<file path="config.mk">
export PLATFORM = sky130hd
export DESIGN_NAME = parallel_lcd_rgb565_write_port_flat
export DESIGN_NICKNAME = d
export VERILOG_FILES = /design/src/rtl/core/plcd_pkg.sv /design/src/rtl/core/plcd_in_if.sv /design/src/rtl/core/plcd_out_if.sv /design/src/rtl/core/plcd_step.sv /design/src/rtl/core/plcd_core.sv /design/src/rtl/core/parallel_lcd_rgb565_write_port.sv /design/src/flat_wrapper.sv
export SDC_FILE = /design/constraint.sdc
export NUM_CORES = 1
export LEC_CHECK = 0
export ABC_AREA = 1
export BUFFER_PORTS_ARGS = -buffer_cell sky130_fd_sc_hd__buf_4
export CORE_ASPECT_RATIO = 1.25
export CORE_MARGIN = 8
export CORE_UTILIZATION = 61
export CTS_BUF_LIST = sky130_fd_sc_hd__clkbuf_16
export CTS_CLUSTER_DIAMETER = 60
export DETAILED_ROUTE_END_ITERATION = 7
export PLACE_DENSITY = 0.83
export SETUP_SLACK_MARGIN = 0.02
export SLEW_MARGIN = 10
export SYNTH_ARGS = -nofsm -noshare
export SYNTH_HDL_FRONTEND = slang
export SYNTH_SLANG_ARGS = --single-unit
export TNS_END_PERCENT = 100
</file>
<file path="constraint.sdc">
create_clock -name i_clk -period 5.2 [get_ports i_clk]
set_clock_uncertainty 0.2 [all_clocks]
set_input_delay 0.52 -clock i_clk [delete_from_list [all_inputs] [get_ports i_clk]]
set_output_delay 0.52 -clock i_clk [all_outputs]
set_load 0.02 [all_outputs]
</file>
<file path="src/rtl/core/plcd_pkg.sv">
package plcd_pkg;

    localparam int COORD_W = 16;

    typedef logic [COORD_W-1:0] t_coord;

    // one sampled level of the display bus
    typedef struct packed {
        logic       wr_strobe;
        logic [7:0] data_byte;
        logic       is_data;
        logic       select_n;
        logic       reset_n;
    } t_in_word;

    typedef struct packed {
        logic       kind;
        t_coord     pix_x;
        t_coord     pix_y;
        logic [7:0] red;
        logic [7:0] green;
        logic [7:0] blue;
        logic       frame_done;
    } t_out_word;

    // result of one bus word, from the command machine to the output register
    typedef struct packed {
        logic      valid;
        t_out_word word;
    } t_res;

    localparam logic KIND_PIXEL   = 1'b0;
    localparam logic KIND_FMT_ERR = 1'b1;

    localparam logic [7:0] CMD_YWIN   = 8'h2A;
    localparam logic [7:0] CMD_XWIN   = 8'h2B;
    localparam logic [7:0] CMD_RAMWR  = 8'h2C;
    localparam logic [7:0] CMD_PIXFMT = 8'h3A;
    localparam logic [7:0] CMD_MADCTL = 8'h36;

    localparam logic [7:0] PIXFMT_RGB565 = 8'h55;
    localparam int         MADCTL_ROW_BIT = 5;

endpackage

</file>
<file path="src/rtl/core/plcd_in_if.sv">
interface plcd_in_if;
    import plcd_pkg::*;

    logic     valid;
    logic     ready;
    t_in_word data;

    modport source (output valid, output data, input ready);
    modport sink   (input valid, input data, output ready);
endinterface

</file>
<file path="src/rtl/core/plcd_out_if.sv">
interface plcd_out_if;
    import plcd_pkg::*;

    logic      valid;
    logic      ready;
    t_out_word data;

    modport source (output valid, output data, input ready);
    modport sink   (input valid, input data, output ready);
endinterface

</file>
<file path="src/rtl/core/plcd_step.sv">
// Cursor stepper: inner coordinate a, then outer coordinate b on a wrap of a.
module plcd_step (
    input  plcd_pkg::t_coord i_a,
    input  plcd_pkg::t_coord i_a_lo,
    input  plcd_pkg::t_coord i_a_hi,
    input  plcd_pkg::t_coord i_b,
    input  plcd_pkg::t_coord i_b_lo,
    input  plcd_pkg::t_coord i_b_hi,
    output plcd_pkg::t_coord o_a_next,
    output plcd_pkg::t_coord o_b_next,
    output logic             o_wrap
);
    import plcd_pkg::*;

    logic [COORD_W:0] a_inc;
    logic [COORD_W:0] b_inc;
    logic             a_fits;
    logic             b_fits;

    // compare one bit wider so a cursor at all ones always wraps
    always_comb begin
        a_inc  = {1'b0, i_a} + {{COORD_W{1'b0}}, 1'b1};
        b_inc  = {1'b0, i_b} + {{COORD_W{1'b0}}, 1'b1};
        a_fits = a_inc <= {1'b0, i_a_hi};
        b_fits = b_inc <= {1'b0, i_b_hi};
    end

    assign o_a_next = a_fits ? a_inc[COORD_W-1:0] : i_a_lo;
    assign o_b_next = a_fits ? i_b : (b_fits ? b_inc[COORD_W-1:0] : i_b_lo);
    assign o_wrap   = !a_fits && !b_fits;

endmodule

</file>
<file path="src/rtl/core/plcd_core.sv">
// Command machine: strobe edge detect, window/mode registers, pixel assembly.
module plcd_core (
    input  logic               i_clk,
    input  logic               i_rst_n,
    input  logic               i_fire,
    input  plcd_pkg::t_in_word i_word,
    output plcd_pkg::t_res     o_res
);
    import plcd_pkg::*;

    localparam logic [2:0] PH_IDLE   = 3'd0;
    localparam logic [2:0] PH_YWIN   = 3'd1;
    localparam logic [2:0] PH_XWIN   = 3'd2;
    localparam logic [2:0] PH_RAM    = 3'd3;
    localparam logic [2:0] PH_MODE   = 3'd4;
    localparam logic [2:0] PH_MADCTL = 3'd5;

    logic       r_prev_strobe, n_prev_strobe;
    logic [2:0] r_phase,       n_phase;
    logic [1:0] r_byte_step,   n_byte_step;
    t_coord     r_win_ys,      n_win_ys;
    t_coord     r_win_ye,      n_win_ye;
    t_coord     r_win_xs,      n_win_xs;
    t_coord     r_win_xe,      n_win_xe;
    t_coord     r_cur_x,       n_cur_x;
    t_coord     r_cur_y,       n_cur_y;
    logic       r_row_major,   n_row_major;
    logic [7:0] r_first_byte,  n_first_byte;

    logic       byte_take;
    logic [7:0] b;
    t_coord     step_a;
    t_coord     step_b;
    t_coord     a_next;
    t_coord     b_next;
    logic       wrap;
    t_coord     load_start;
    t_coord     load_end;

    function automatic logic [2:0] cmd_phase(input logic [7:0] cmd, input logic [2:0] cur);
        logic [2:0] ph;
        begin
            unique case (cmd)
                CMD_YWIN:   ph = PH_YWIN;
                CMD_XWIN:   ph = PH_XWIN;
                CMD_RAMWR:  ph = PH_RAM;
                CMD_PIXFMT: ph = PH_MODE;
                CMD_MADCTL: ph = PH_MADCTL;
                default:    ph = cur;
            endcase
            return ph;
        end
    endfunction

    // column-major: y inner, x outer; row-major swaps the cursors, windows stay
    assign step_a = r_row_major ? r_cur_x : r_cur_y;
    assign step_b = r_row_major ? r_cur_y : r_cur_x;

    plcd_step u_step (
        .i_a      (step_a),
        .i_a_lo   (r_win_ys),
        .i_a_hi   (r_win_ye),
        .i_b      (step_b),
        .i_b_lo   (r_win_xs),
        .i_b_hi   (r_win_xe),
        .o_a_next (a_next),
        .o_b_next (b_next),
        .o_wrap   (wrap)
    );

    assign b         = i_word.data_byte;
    assign byte_take = i_word.reset_n && !i_word.select_n && !i_word.wr_strobe && r_prev_strobe;

    // result is computed from the held word and the current state; state moves only when it advances
    always_comb begin
        n_prev_strobe = r_prev_strobe;
        n_phase       = r_phase;
        n_byte_step   = r_byte_step;
        n_win_ys      = r_win_ys;
        n_win_ye      = r_win_ye;
        n_win_xs      = r_win_xs;
        n_win_xe      = r_win_xe;
        n_cur_x       = r_cur_x;
        n_cur_y       = r_cur_y;
        n_row_major   = r_row_major;
        n_first_byte  = r_first_byte;
        o_res         = '0;

        // window register pair being loaded (y or x)
        load_start = (r_phase == PH_YWIN) ? r_win_ys : r_win_xs;
        load_end   = (r_phase == PH_YWIN) ? r_win_ye : r_win_xe;

        if (byte_take) begin
            unique case (r_phase)
                PH_YWIN, PH_XWIN: begin
                    unique case (r_byte_step)
                        2'd0: load_start = {b, 8'h00};
                        2'd1: load_start = load_start | {8'h00, b};
                        2'd2: load_end   = {b, 8'h00};
                        default: begin
                            load_end = load_end | {8'h00, b};
                            n_phase  = PH_IDLE;
                        end
                    endcase
                    n_byte_step = r_byte_step + 2'd1;
                    if (r_phase == PH_YWIN) begin
                        n_win_ys = load_start;
                        n_win_ye = load_end;
                    end else begin
                        n_win_xs = load_start;
                        n_win_xe = load_end;
                    end
                end
                PH_RAM: begin
                    if (!i_word.is_data) begin
                        n_byte_step = 2'd0;
                        n_phase     = cmd_phase(b, r_phase);
                    end else if (r_byte_step == 2'd0 || r_byte_step == 2'd1) begin
                        // first data byte after the command reloads the cursor
                        if (r_byte_step == 2'd0) begin
                            n_cur_x = r_win_xs;
                            n_cur_y = r_win_ys;
                        end
                        n_first_byte = b;
                        n_byte_step  = 2'd2;
                    end else begin
                        o_res.valid           = 1'b1;
                        o_res.word.kind       = KIND_PIXEL;
                        o_res.word.pix_x      = r_cur_x;
                        o_res.word.pix_y      = r_cur_y;
                        o_res.word.red        = {b[4:0], 3'b000};
                        o_res.word.green      = {r_first_byte[2:0], b[7:5], 2'b00};
                        o_res.word.blue       = {r_first_byte[7:3], 3'b000};
                        o_res.word.frame_done = wrap;
                        n_byte_step           = 2'd1;
                        n_cur_x               = r_row_major ? a_next : b_next;
                        n_cur_y               = r_row_major ? b_next : a_next;
                    end
                end
                PH_MODE: begin
                    n_phase = PH_IDLE;
                    if (b != PIXFMT_RGB565) begin
                        o_res.valid     = 1'b1;
                        o_res.word.kind = KIND_FMT_ERR;
                    end
                end
                PH_MADCTL: begin
                    n_row_major = b[MADCTL_ROW_BIT];
                    n_phase     = PH_IDLE;
                end
                default: begin
                    n_byte_step = 2'd0;
                    n_phase     = i_word.is_data ? PH_IDLE : cmd_phase(b, PH_IDLE);
                end
            endcase
        end

        if (i_fire) begin
            n_prev_strobe = i_word.wr_strobe;
        end
    end

    always_ff @(posedge i_clk) begin
        if (!i_rst_n) begin
            r_prev_strobe <= 1'b0;
            r_phase       <= PH_IDLE;
            r_byte_step   <= 2'd0;
            r_win_ys      <= '0;
            r_win_ye      <= '0;
            r_win_xs      <= '0;
            r_win_xe      <= '0;
            r_cur_x       <= '0;
            r_cur_y       <= '0;
            r_row_major   <= 1'b0;
            r_first_byte  <= 8'h00;
        end else if (i_fire) begin
            r_prev_strobe <= n_prev_strobe;
            r_phase       <= n_phase;
            r_byte_step   <= n_byte_step;
            r_win_ys      <= n_win_ys;
            r_win_ye      <= n_win_ye;
            r_win_xs      <= n_win_xs;
            r_win_xe      <= n_win_xe;
            r_cur_x       <= n_cur_x;
            r_cur_y       <= n_cur_y;
            r_row_major   <= n_row_major;
            r_first_byte  <= n_first_byte;
        end
    end

    // memory write only ever sees steps 0..2
    a_ram_step: assert property (@(posedge i_clk) disable iff (!i_rst_n)
        r_phase == PH_RAM |-> r_byte_step != 2'd3)
        else $error("byte step out of range in memory write");

    // frame_done only on a pixel write
    a_done_pixel: assert property (@(posedge i_clk) disable iff (!i_rst_n)
        o_res.valid && o_res.word.frame_done |-> o_res.word.kind == KIND_PIXEL)
        else $error("frame_done on error word");

    // a taken mode byte always ends in idle
    a_madctl_idle: assert property (@(posedge i_clk) disable iff (!i_rst_n)
        i_fire && byte_take && r_phase == PH_MADCTL |=> r_phase == PH_IDLE)
        else $error("mode byte did not return to idle");

endmodule

</file>
<file path="src/rtl/core/parallel_lcd_rgb565_write_port.sv">
// Channel | dir | word                                             | handshake
// i_in    | in  | wr_strobe, data_byte, is_data, select_n, reset_n | valid/ready
// o_out   | out | kind, pix_x, pix_y, red, green, blue, frame_done | valid/ready
//
// One bus sample per cycle sustained while the result register can take results;
// a word is held in the input register, then the command machine writes its
// result straight into the result register when the word advances.
// Reset (i_rst_n low, synchronous) empties both registers and clears the
// windows, cursor, mode and phase.
// A full, unread result register blocks only a pending word that makes a
// result; other words keep flowing past it.
module parallel_lcd_rgb565_write_port (
    input  logic             i_clk,
    input  logic             i_rst_n,
    plcd_in_if.sink          i_in,
    plcd_out_if.source       o_out
);
    import plcd_pkg::*;

    logic      r_in_valid;
    t_in_word  r_in_word;
    logic      r_out_valid;
    t_out_word r_out_word;

    logic      fire;
    t_res      res;

    // the held sample advances unless it makes a result that has nowhere to go
    assign fire       = r_in_valid && (!res.valid || !r_out_valid || o_out.ready);
    assign i_in.ready = !r_in_valid || fire;

    plcd_core u_core (
        .i_clk   (i_clk),
        .i_rst_n (i_rst_n),
        .i_fire  (fire),
        .i_word  (r_in_word),
        .o_res   (res)
    );

    // input register
    always_ff @(posedge i_clk) begin
        if (!i_rst_n) begin
            r_in_valid <= 1'b0;
        end else if (i_in.ready) begin
            r_in_valid <= i_in.valid;
        end
    end

    always_ff @(posedge i_clk) begin
        if (i_in.valid && i_in.ready) begin
            r_in_word <= i_in.data;
        end
    end

    // result register
    always_ff @(posedge i_clk) begin
        if (!i_rst_n) begin
            r_out_valid <= 1'b0;
        end else if (fire && res.valid) begin
            r_out_valid <= 1'b1;
        end else if (o_out.ready) begin
            r_out_valid <= 1'b0;
        end
    end

    always_ff @(posedge i_clk) begin
        if (fire && res.valid) begin
            r_out_word <= res.word;
        end
    end

    assign o_out.valid = r_out_valid;
    assign o_out.data  = r_out_word;

    // a held sample that did not advance is still there, unchanged
    a_hold_in: assert property (@(posedge i_clk) disable iff (!i_rst_n)
        r_in_valid && !fire |=> r_in_valid && $stable(r_in_word))
        else $error("stalled sample lost");

    // an unread result is never overwritten
    a_no_overrun: assert property (@(posedge i_clk) disable iff (!i_rst_n)
        r_out_valid && !o_out.ready |-> !(fire && res.valid))
        else $error("result register overrun");

    // an unread result survives the stall
    a_hold_out: assert property (@(posedge i_clk) disable iff (!i_rst_n)
        r_out_valid && !o_out.ready |=> r_out_valid)
        else $error("unread result dropped");

endmodule

</file>
<file path="src/flat_wrapper.sv">
// flat-port wrapper written by rule: the top's interface ports become plain ports
module parallel_lcd_rgb565_write_port_flat import plcd_pkg::*;
  (i_clk, i_rst_n, i_in_valid, i_in_data, i_in_ready, o_out_valid, o_out_data, o_out_ready);
  plcd_in_if i_in_i ();
  plcd_out_if o_out_i ();
  input  logic i_clk;
  input  logic i_rst_n;
  input wire logic [$bits(i_in_i.valid)-1:0] i_in_valid;
  input wire logic [$bits(i_in_i.data)-1:0] i_in_data;
  output wire logic [$bits(i_in_i.ready)-1:0] i_in_ready;
  output wire logic [$bits(o_out_i.valid)-1:0] o_out_valid;
  output wire logic [$bits(o_out_i.data)-1:0] o_out_data;
  input wire logic [$bits(o_out_i.ready)-1:0] o_out_ready;
  assign i_in_i.valid = i_in_valid;
  assign i_in_i.data = i_in_data;
  assign i_in_ready = i_in_i.ready;
  assign o_out_valid = o_out_i.valid;
  assign o_out_data = o_out_i.data;
  assign o_out_i.ready = o_out_ready;
  parallel_lcd_rgb565_write_port u_core (.i_clk(i_clk), .i_rst_n(i_rst_n), .i_in(i_in_i), .o_out(o_out_i));
endmodule
</file>
# Word level (Yosys, flattened, before mapping)
# Index checks and enable logic that the tools add are counted.
# Widths: inputs -> output; s select.
[totals] input_bits=16 out_inout_bits=60 wordCells=122 reg_bits=183
[classes] bitwise=7 magnitude_cmp=2 addsub=3 eq_ne=17 reduce_logical=33 muxes=32
[op_table] cell="$mux 16" n=13
[op_table] cell="$mux 59" n=3
[op_table] cell="$pmux 16 s2" n=2
[op_table] cell="$mux 57" n=1
[op_table] cell="$eq 8x6->1 const B" n=5
[op_table] cell="$add 16x1->17 const B" n=2
[op_table] cell="$le 17x16->1" n=2
[op_table] cell="$or 16x8->16" n=2
[op_table] cell="$pmux 3 s5" n=2
[op_table] cell="$reduce_and 5->1" n=3
[op_table] cell="$mux 3" n=3
[op_table] cell="$pmux 3 s3" n=1
[op_table] cell="$reduce_and 3->1" n=3
[op_table] cell="$ne 8x7->1 const B" n=1
[op_table] cell="$reduce_and 4->1" n=2
[op_table] cell="$logic_and 1x1->1" n=7
[op_table] cell="$logic_not 1->1" n=7
[op_table] cell="$eq 3x2->1 const B" n=2
[op_table] cell="$eq 3x3->1 const B" n=2
[op_table] cell="$mux 2" n=3
[op_table] cell="$ne 2x2->1 const B" n=3
[op_table] cell="$ne 6x6->1 const B" n=1
[op_table] cell="$pmux 2 s3" n=1
[op_table] cell="$reduce_or 2->1" n=3
[op_table] cell="other kinds (12)" n=20

# Logic depth before layout (Yosys ltp)
# Gate-level depths: netlist of run 1.
[depth] word_depth=15 mapped_depth=32 ltp_nobuf=29

# Hierarchy
# Synthesis of run 1 repeated with hierarchy kept, for this count alone.
[unflattened] hier_cells=1518 area_unflattened_um2=10926.7
[modules_own_cells] module="plcd_core" cells_each=996 n_inst=1 seq_area_each_um2=2222.1 area_each_um2=6392.4
[modules_own_cells] module="plcd_step" cells_each=434 n_inst=1 seq_area_each_um2=0.0 area_each_um2=2313.5
[modules_own_cells] module="parallel_lcd_rgb565_write_port" cells_each=88 n_inst=1 seq_area_each_um2=2142.1 area_each_um2=2220.9

# Least setup slack after synthesis of run 1
# OpenSTA, ideal clock, no wires.
[synth_path] path_kind="reg-to-reg" startpoint="register u_core.u_core.r_row_major" endpoint="register u_core.u_core.r_cur_y[14]" setup_ns=0.118 setup_slack_ns=1.327 stages_incl_launch_ff=28 path_buffers=4 period_less_slack_ns=3.873 required_ns=4.882 t_arrival_ns=3.555 path_cell_list="dfxtp_1 -> buf_6 -> buf_6 -> buf_6 -> nand2_1 -> o21ai_1 -> inv_1 -> ha_1 -> nand2_2 -> nor2_4 -> nand3_2 -> nor2_4 -> nand2_1 -> xor2_1 -> inv_1 -> ha_1 -> inv_1 -> nor3_1 -> nand4_1 -> nor4b_1 -> nand2_4 -> nand2_4 -> buf_6 -> nand2_1 -> nand3_1 -> nand3_1 -> nand3_1 -> a21oi_1"
[synth_between] elab_chain_cells=7 elab_cells_between_ends=11 cone_classes="add/sub: 2; order compare: 2; mux: 7"
[synth_lines] element="from (decl)" line="plcd_core.sv:27" text="logic r_row_major, n_row_major;"
[synth_lines] element="from (signal assigned)" line="plcd_core.sv:186" text="r_row_major <= n_row_major;"
[synth_lines] element="$mux 16" line="plcd_core.sv:57" text="assign step_b = r_row_major ? r_cur_y : r_cur_x;"
[synth_lines] element="$add 16x1->17" line="plcd_step.sv:23" text="b_inc = {1'b0, i_b} + {{COORD_W{1'b0}}, 1'b1};"
[synth_lines] element="$le 17x16->1" line="plcd_step.sv:25" text="b_fits = b_inc <= {1'b0, i_b_hi};"
[synth_lines] element="$mux 16 (2 in a row)" line="plcd_step.sv:29" text="assign o_b_next = a_fits ? i_b : (b_fits ? b_inc[COORD_W-1:0] : i_b_lo);"
[synth_lines] element="$mux 16 *" line="plcd_core.sv:137" text="n_cur_y = r_row_major ? b_next : a_next;"
[synth_lines] element="$mux 16 *" line="plcd_core.sv:118" text="end else if (r_byte_step == 2'd0 || r_byte_step == 2'd1) begin"
[synth_lines] element="to (signal assigned)" line="plcd_core.sv:185" text="r_cur_y <= n_cur_y;"
[synth_lines] element="to (decl)" line="plcd_core.sv:26" text="t_coord r_cur_y, n_cur_y;"
# Every way passes the cells marked *; elsewhere a longest branch is shown, timed or not.
# A chain may end at the register's enable or synchronous reset.

# Worst setup path after layout of run 1
[layout_path] startpoint="register u_core.u_core.r_row_major" endpoint="register u_core.u_core.r_cur_x[5]"
[layout_between] elab_chain_cells=7 elab_cells_between_ends=11 cone_classes="add/sub: 2; order compare: 2; mux: 7"
[layout_lines] element="$mux 16" line="plcd_core.sv:57"
[layout_lines] element="$add 16x1->17" line="plcd_step.sv:23"
[layout_lines] element="$le 17x16->1" line="plcd_step.sv:25"
[layout_lines] element="$mux 16 (2 in a row)" line="plcd_step.sv:29"
[layout_lines] element="$mux 16 *" line="plcd_core.sv:136" text="n_cur_x = r_row_major ? a_next : b_next;"
[layout_lines] element="$mux 16 *" line="plcd_core.sv:118"
[layout_lines] element="to (signal assigned)" line="plcd_core.sv:184" text="r_cur_x <= n_cur_x;"
[layout_lines] element="to (decl)" line="plcd_core.sv:25" text="t_coord r_cur_x, n_cur_x;"
# Marks and branches as above.

==> metrics, run 1 <==
status finished clean; Yosys reg bits 175; clock share of power 46.5%; Static Leak 4.82 nW; MaxCap Viol Count 0; layout cell share with drive strength beyond 1 between 10% and 20%; global route overflow 0; Post-CTS Hold Buffers 0; Detail Placement HPWL 20700 um; Tmin final between 4000 and 5000 ps; measured slew at the worst slew-check pin 1200 ps; register area share after synthesis 39.1%; die area 21800 sq um; DRC marker count from the first detailed-route iteration between 1000 and 1500; Post-synth top flop dfxtp_1; first-pass GRT wire length around 47000 um; final hold slack 48.0 ps; routed vias/inst slightly below 6; total CTS buffers 17; CTS tree yes; diode count 0; setup violators final 0; worst min path class input pin to flip-flop; CTS H-tree lvls 4; Final Slew Violations 0; Layout area overhead 9.63%; postcts setup bufs 0; port bufs 67; CTS-repair resized insts 0; yosys warns 0; All-Layer GR Usage 27.2%; clock sinks about 180; Critical Path RT 5320 ps; Post-synth ARST share 0%; Sw Pwr 0.690 mW; Post-Syn Instances 1454; unrepaired setup endpoints after global routing false; Vias slightly above 10000; Synth area leader dfxtp_1; sw frac about a quarter; die width about 130 um; largest net degree at the start of global routing 107; Power per Cell Area 244 nW/um^2; WL/cell 17.5 um; Crit Path Max Fanout 17; core area ~17000 sq um; die height around 160 um; Internal Power 2.12 mW; detailed-route DRC error count 0; routability cong. 1.00; number of synthesized flops with an enable pin 62; io pins 76; worst rel slew slack between 10% and 20%; top-area cell type share of the netlist area a little over a fifth; Clock transition at path regs 70 ps; top-count cell post-synth nand2_1; synth top area cells dfxtp_1 21%, edfxtp_1 18%, nand3_1 8.4%, nand2_1 8.3%, a21oi_1 6.8%; final worst-path cycle share 92.6%; Commonest cells post-synth 234 x nand2_1, 181 x inv_1, 176 x nand3_1; syn avg cell area 7.25 sq um; synthesized cell area 10500 sq um; worst setup path class flip-flop to flip-flop; Seq pwr share 50.8%; DRT Wirelength 29800 um; Arr. time, crit path 4940 ps; Antenna Nets Post-Route 0; drt first pass iters 8; vias in the first global route 9217; CTS Buffer Depth 2; Final TNS setup 0 ps; post-synth cell types 51; Final #Nets 1526; Max Clk Rate 208 MHz; initial antenna violation count 0; Hold Violations, Final 0; VDD IR max 0.173 mV; Initial Util 62.6%; root buffer cell clkbuf_16; CP endpoint kind flip-flop; row count 53; combinational share of power 2.7%; Startpoint Class flip-flop; Worst-Skew Late Latency 450 ps
[metrics by stage]
step | util (%) | area (sq um) | instances | power (mW) | setup slack [ps]
2_1_floorplan | - | 10600 | 1461 | 1.51 | 1330
3_3_place_gp | 65.0 | 11000 | 1671 | 1.53 | 606
3_5_place_dp | 65.0 | 11000 | 1671 | 1.53 | 582
4_1_cts | 68.6 | 11600 | 1703 | 2.81 | 540
5_1_grt | 68.6 | 11600 | 1703 | 2.88 | 20.6
6_report | 68.6 | 11600 | 1703 | 2.81 | 385
[flip-flops by register name, indices dropped and copies added (netlist names)]
| signal | cells |
|---|---|
| u_core.u_core.r_cur_x | 16 |
| u_core.o_out.valid | 1 |
| u_core.u_core.r_first_byte | 8 |
| u_core.u_core.r_cur_y | 16 |
| u_core.u_core.r_byte_step | 2 |
| u_core.u_core.r_win_xs | 16 |
| u_core.u_core.r_prev_strobe | 1 |
| u_core.u_core.r_row_major | 1 |
| u_core.r_in_word | 12 |
| u_core.o_out.data | 50 |
| u_core.u_core.r_phase | 3 |
| u_core.u_core.r_win_xe | 16 |
| u_core.r_in_valid | 1 |
| u_core.u_core.r_win_ys | 16 |
| u_core.u_core.r_win_ye | 16 |
[final cells by class]
class | count | area, sq um
clock inverter | 15 | 173
timing repair buffer | 76 | 583
multi-input combinational | 1013 | 5270
sequential | 175 | 4130
fill | 1397 | 5290
clock buffer | 17 | 425
tap | 220 | 275
inverter | 187 | 702
[cell families after synthesis]
| logic type | Yosys count | share of synthesized area (%) |
|---|---|---|
| simple gates | 619 | 26.7 |
| compound gates | 326 | 16.5 |
| buf+inv | 273 | 11.2 |
| flops | 175 | 39.1 |
| fa+ha+maj | 40 | 4.75 |
| xor+xnor | 20 | 1.66 |
| other cells | 1 | 0.0356 |
[power by group through the flow]
stage	Combinational [mW]	Sequential [mW]	Clock, mW
after CTS	0.0751	1.43	1.31
after global routing	0.0843	1.43	1.36
after floorplan	0.0521	1.46	0
final	0.0764	1.43	1.31
after global placement	0.0732	1.46	0
after detailed placement	0.0745	1.46	0
[final timing paths]
check        slack (ps)                        end                       from  depth (start not counted)
max                 380   u_core.u_core.r_cur_x[5]  u_core.u_core.r_row_major                         22
min                  50        u_core.r_in_word[5]               i_in_data[5]                          1
max reg2reg         380   u_core.u_core.r_cur_x[5]  u_core.u_core.r_row_major                         22
min reg2reg         280  u_core.u_core.r_win_ye[0]  u_core.u_core.r_win_ye[0]                          2
[layer usage]
metal	share of wire, %	up-vias	track usage, %
li1	-	4834	-
met1	40	4565	34.6
met2	46	582	43.2
met3	9.7	105	4.91
met4	4.3	0	14.8
met5	0	-	0
[cells in the final DEF (no fill, tap or decap), types with 17 or more instances in the layout]
cell type    n
a21oi_1    143
edfxtp_1    62
dfxtp_1    112
nand2_1    234
buf_4       75
nand3_1    176
clkbuf_16   17
nor2_1     141
ha_1        40
o21ai_0    135
inv_1      180
[critical path, stage by stage, from the launching register on]
cell and delay, ps:
dfxtp_4 490, o21ai_1 190, inv_1 210, ha_1 210, nand2_2 80, nor2_4 130
nand3_2 120, nor2_4 200, nand3_1 130, xor2_1 280, inv_1 100, ha_1 300
nand2_1 50, nor3_1 280, nand4_1 140, nor4b_1 490, nand2_4 280, nand2_4 290
nand2_1 110, nand3_2 100, nand3_1 80, nand3_1 130, a21oi_1 70
Note: power is estimated with default switching activity, not from simulation.
==> run 2, diff against run 1 <==
--- a/config.mk
+++ b/config.mk
@@ -6,7 +6,7 @@
 export NUM_CORES = 1
 export LEC_CHECK = 0
 export ABC_AREA = 1
-export BUFFER_PORTS_ARGS = -buffer_cell sky130_fd_sc_hd__buf_4
+export BUFFER_PORTS_ARGS = -buffer_cell sky130_fd_sc_hd__buf_2
 export CORE_ASPECT_RATIO = 1.25
 export CORE_MARGIN = 8
 export CORE_UTILIZATION = 61
==> run 2 against run 1 <==
Compared with the run above: non-clock buffer count rose by 7; critical path type unchanged; first-iteration DRC count rose by 20%; fmax rose by 5.1%; register-to-register slack improved by 230 ps; wire length fell by 0.34%; hold slack barely moved; worst setup slack improved by 230 ps; largest cell class unchanged; core utilization fell by 0.82 points; cell count rose by 0.41%; clock power barely moved.
==> metrics, run 2 (synthesized netlist as in run 1, its figures left out) <==
status finished clean; Crit Path Max Fanout 24; Clock transition at path regs 70 ps; die width around 130 um; Final Cell Area 11400 sq um; crit path buf inv count 2; most frequent cells in the layout 234 x nand2_1, 180 x inv_1, 176 x nand3_1; Total Power 2.78 mW; die height 163 um; CTS Buffer Depth 2; vias in the first global route 9515; io pins 76; most common cell after layout, fill and taps aside nand2_1; Static Leak 4.73 nW; largest net degree at the start of global routing 75; total CTS buffers 17; CP endpoint kind flip-flop; Startpoint Class flip-flop; worst min path class input pin to flip-flop; Antenna Nets Post-Route 0; combinational share of power 2.7%; worst rel slew slack about a quarter; post-route insts no fill 1710; VDD IR max 0.192 mV; Sw Pwr around 0.67 mW; Power per Cell Area 244 nW/um^2; diode count 0; clock sinks between 150 and 200; Hold Violations, Final 0; WL/cell 17.4 um; die area between 20000 and 25000 sq um; global route overflow 0; CTS-repair resized insts 0; Layout area overhead 8.32%; sw frac roughly a quarter; DRC marker count from the first detailed-route iteration about 1600; slowest CP cell dfxtp_4; routability cong. ~0.95; setup violators final 0; first-pass GRT wire length ~48000 um; Vias 10226; Tmin final 4580 ps; drt first pass iters 8; Initial Util 62.6%; CP dominant cell by count nand2_1; final worst-path cycle share 88.1%; Worst-Skew Late Latency 440 ps; row count 53; initial antenna violation count 0; MaxCap Viol Count 0; CP top delay family simple AND/OR/NAND/NOR gates; postcts setup bufs 0; Max Clk Rate 218 MHz; Largest stage delay, worst path ~540 ps; routed vias/inst between 5 and 6; All-Layer GR Usage 27.3%; Final TNS setup 0 ps; core area ~17000 sq um; DRT Wirelength 29700 um; Seq pwr share 51.5%; CTS tree yes; Final Slew Violations 0; Detail Placement HPWL 21000 um; cell chain of the critical path o21ai_1, inv_1, ha_1, nand2_2, nor2_4, nand3_2, nor2_4, nand3_1, xor2_1, inv_1, ha_1, nand2_1, nor3_1, nand4_1, nor4b_1, nand2_4, nand2_4, nand2_1, nand2_1, nand2_1, nand3_1, nand3_1, a21oi_1; measured slew at the worst slew-check pin 1120 ps; Final #Nets 1533; root buffer cell clkbuf_16; DP Area 10800 sq um; Critical Path RT 5370 ps; CTS H-tree lvls 4; port bufs between 60 and 70; unrepaired setup endpoints after global routing false; layout cell share with drive strength beyond 1 12.3%; Arr. time, crit path approximately 4800 ps; Largest register FFs 50; Placed Instances 1678; detailed-route DRC error count 0; worst setup path class flip-flop to flip-flop; Internal Power around 2.1 mW; Finished Core Util 67.8%; clock share of power about 46%; Post-CTS Hold Buffers 0
run 2: changes by cell type in the layout (fill, tap and decap cells not counted), sizes merged:
cell / delta
buf: +7
inv: +1
clkinvlp: +1
clkinv: -2
run 2: final timing paths:
path	from	endpoint	slack, ps	cells past startpoint
setup / recovery	u_core.u_core.r_row_major	u_core.u_core.r_cur_x[0]	620	23
hold / removal	i_in_data[3]	u_core.r_in_word[3]	50	1
setup reg to reg	u_core.u_core.r_row_major	u_core.u_core.r_cur_x[0]	620	23
hold reg to reg	u_core.u_core.r_win_ye[10]	u_core.u_core.r_win_ye[10]	290	2
run 2: per-layer routing:
layer  wire length, um  global-route usage (%)  part of all wire, %  up-vias
met5                 0                       0                    0        -
met4              1470                    15.8                  4.9        0
met3              2810                    5.46                  9.5      113
met2             13900                    44.0                   47      551
met1             11600                    33.4                   39     4714
li1                  -                       -                    -     4848
run 2: power by group through the flow:
| stage | Clock [mW] | Combinational (mW) | Sequential, mW |
|---|---|---|---|
| final | 1.28 | 0.0742 | 1.43 |
| after global routing | 1.33 | 0.0803 | 1.43 |
| after CTS | 1.28 | 0.0720 | 1.43 |
| after detailed placement | 0 | 0.0715 | 1.46 |
| after global placement | 0 | 0.0701 | 1.46 |
| after floorplan | 0 | 0.0521 | 1.46 |
run 2: per-stage QoR:
stage / setup slack, ps / hold WS, ps
after floorplan: 1330 / 238
after global placement: 863 / 257
after detailed placement: 743 / 271
after CTS: 700 / 40.5
after global routing: 253 / 37.3
final: 617 / 47.8
run 2: cell type report:
| type | instances | area [sq um] |
|---|---|---|
| clock inverters | 15 | 150 |
| multi-input cells | 1013 | 5270 |
| well taps | 220 | 275 |
| clock buffers | 17 | 425 |
| repair buffers | 83 | 468 |
| flip-flops and latches | 175 | 4130 |
| inverters | 187 | 702 |
| fillers | 1447 | 5430 |
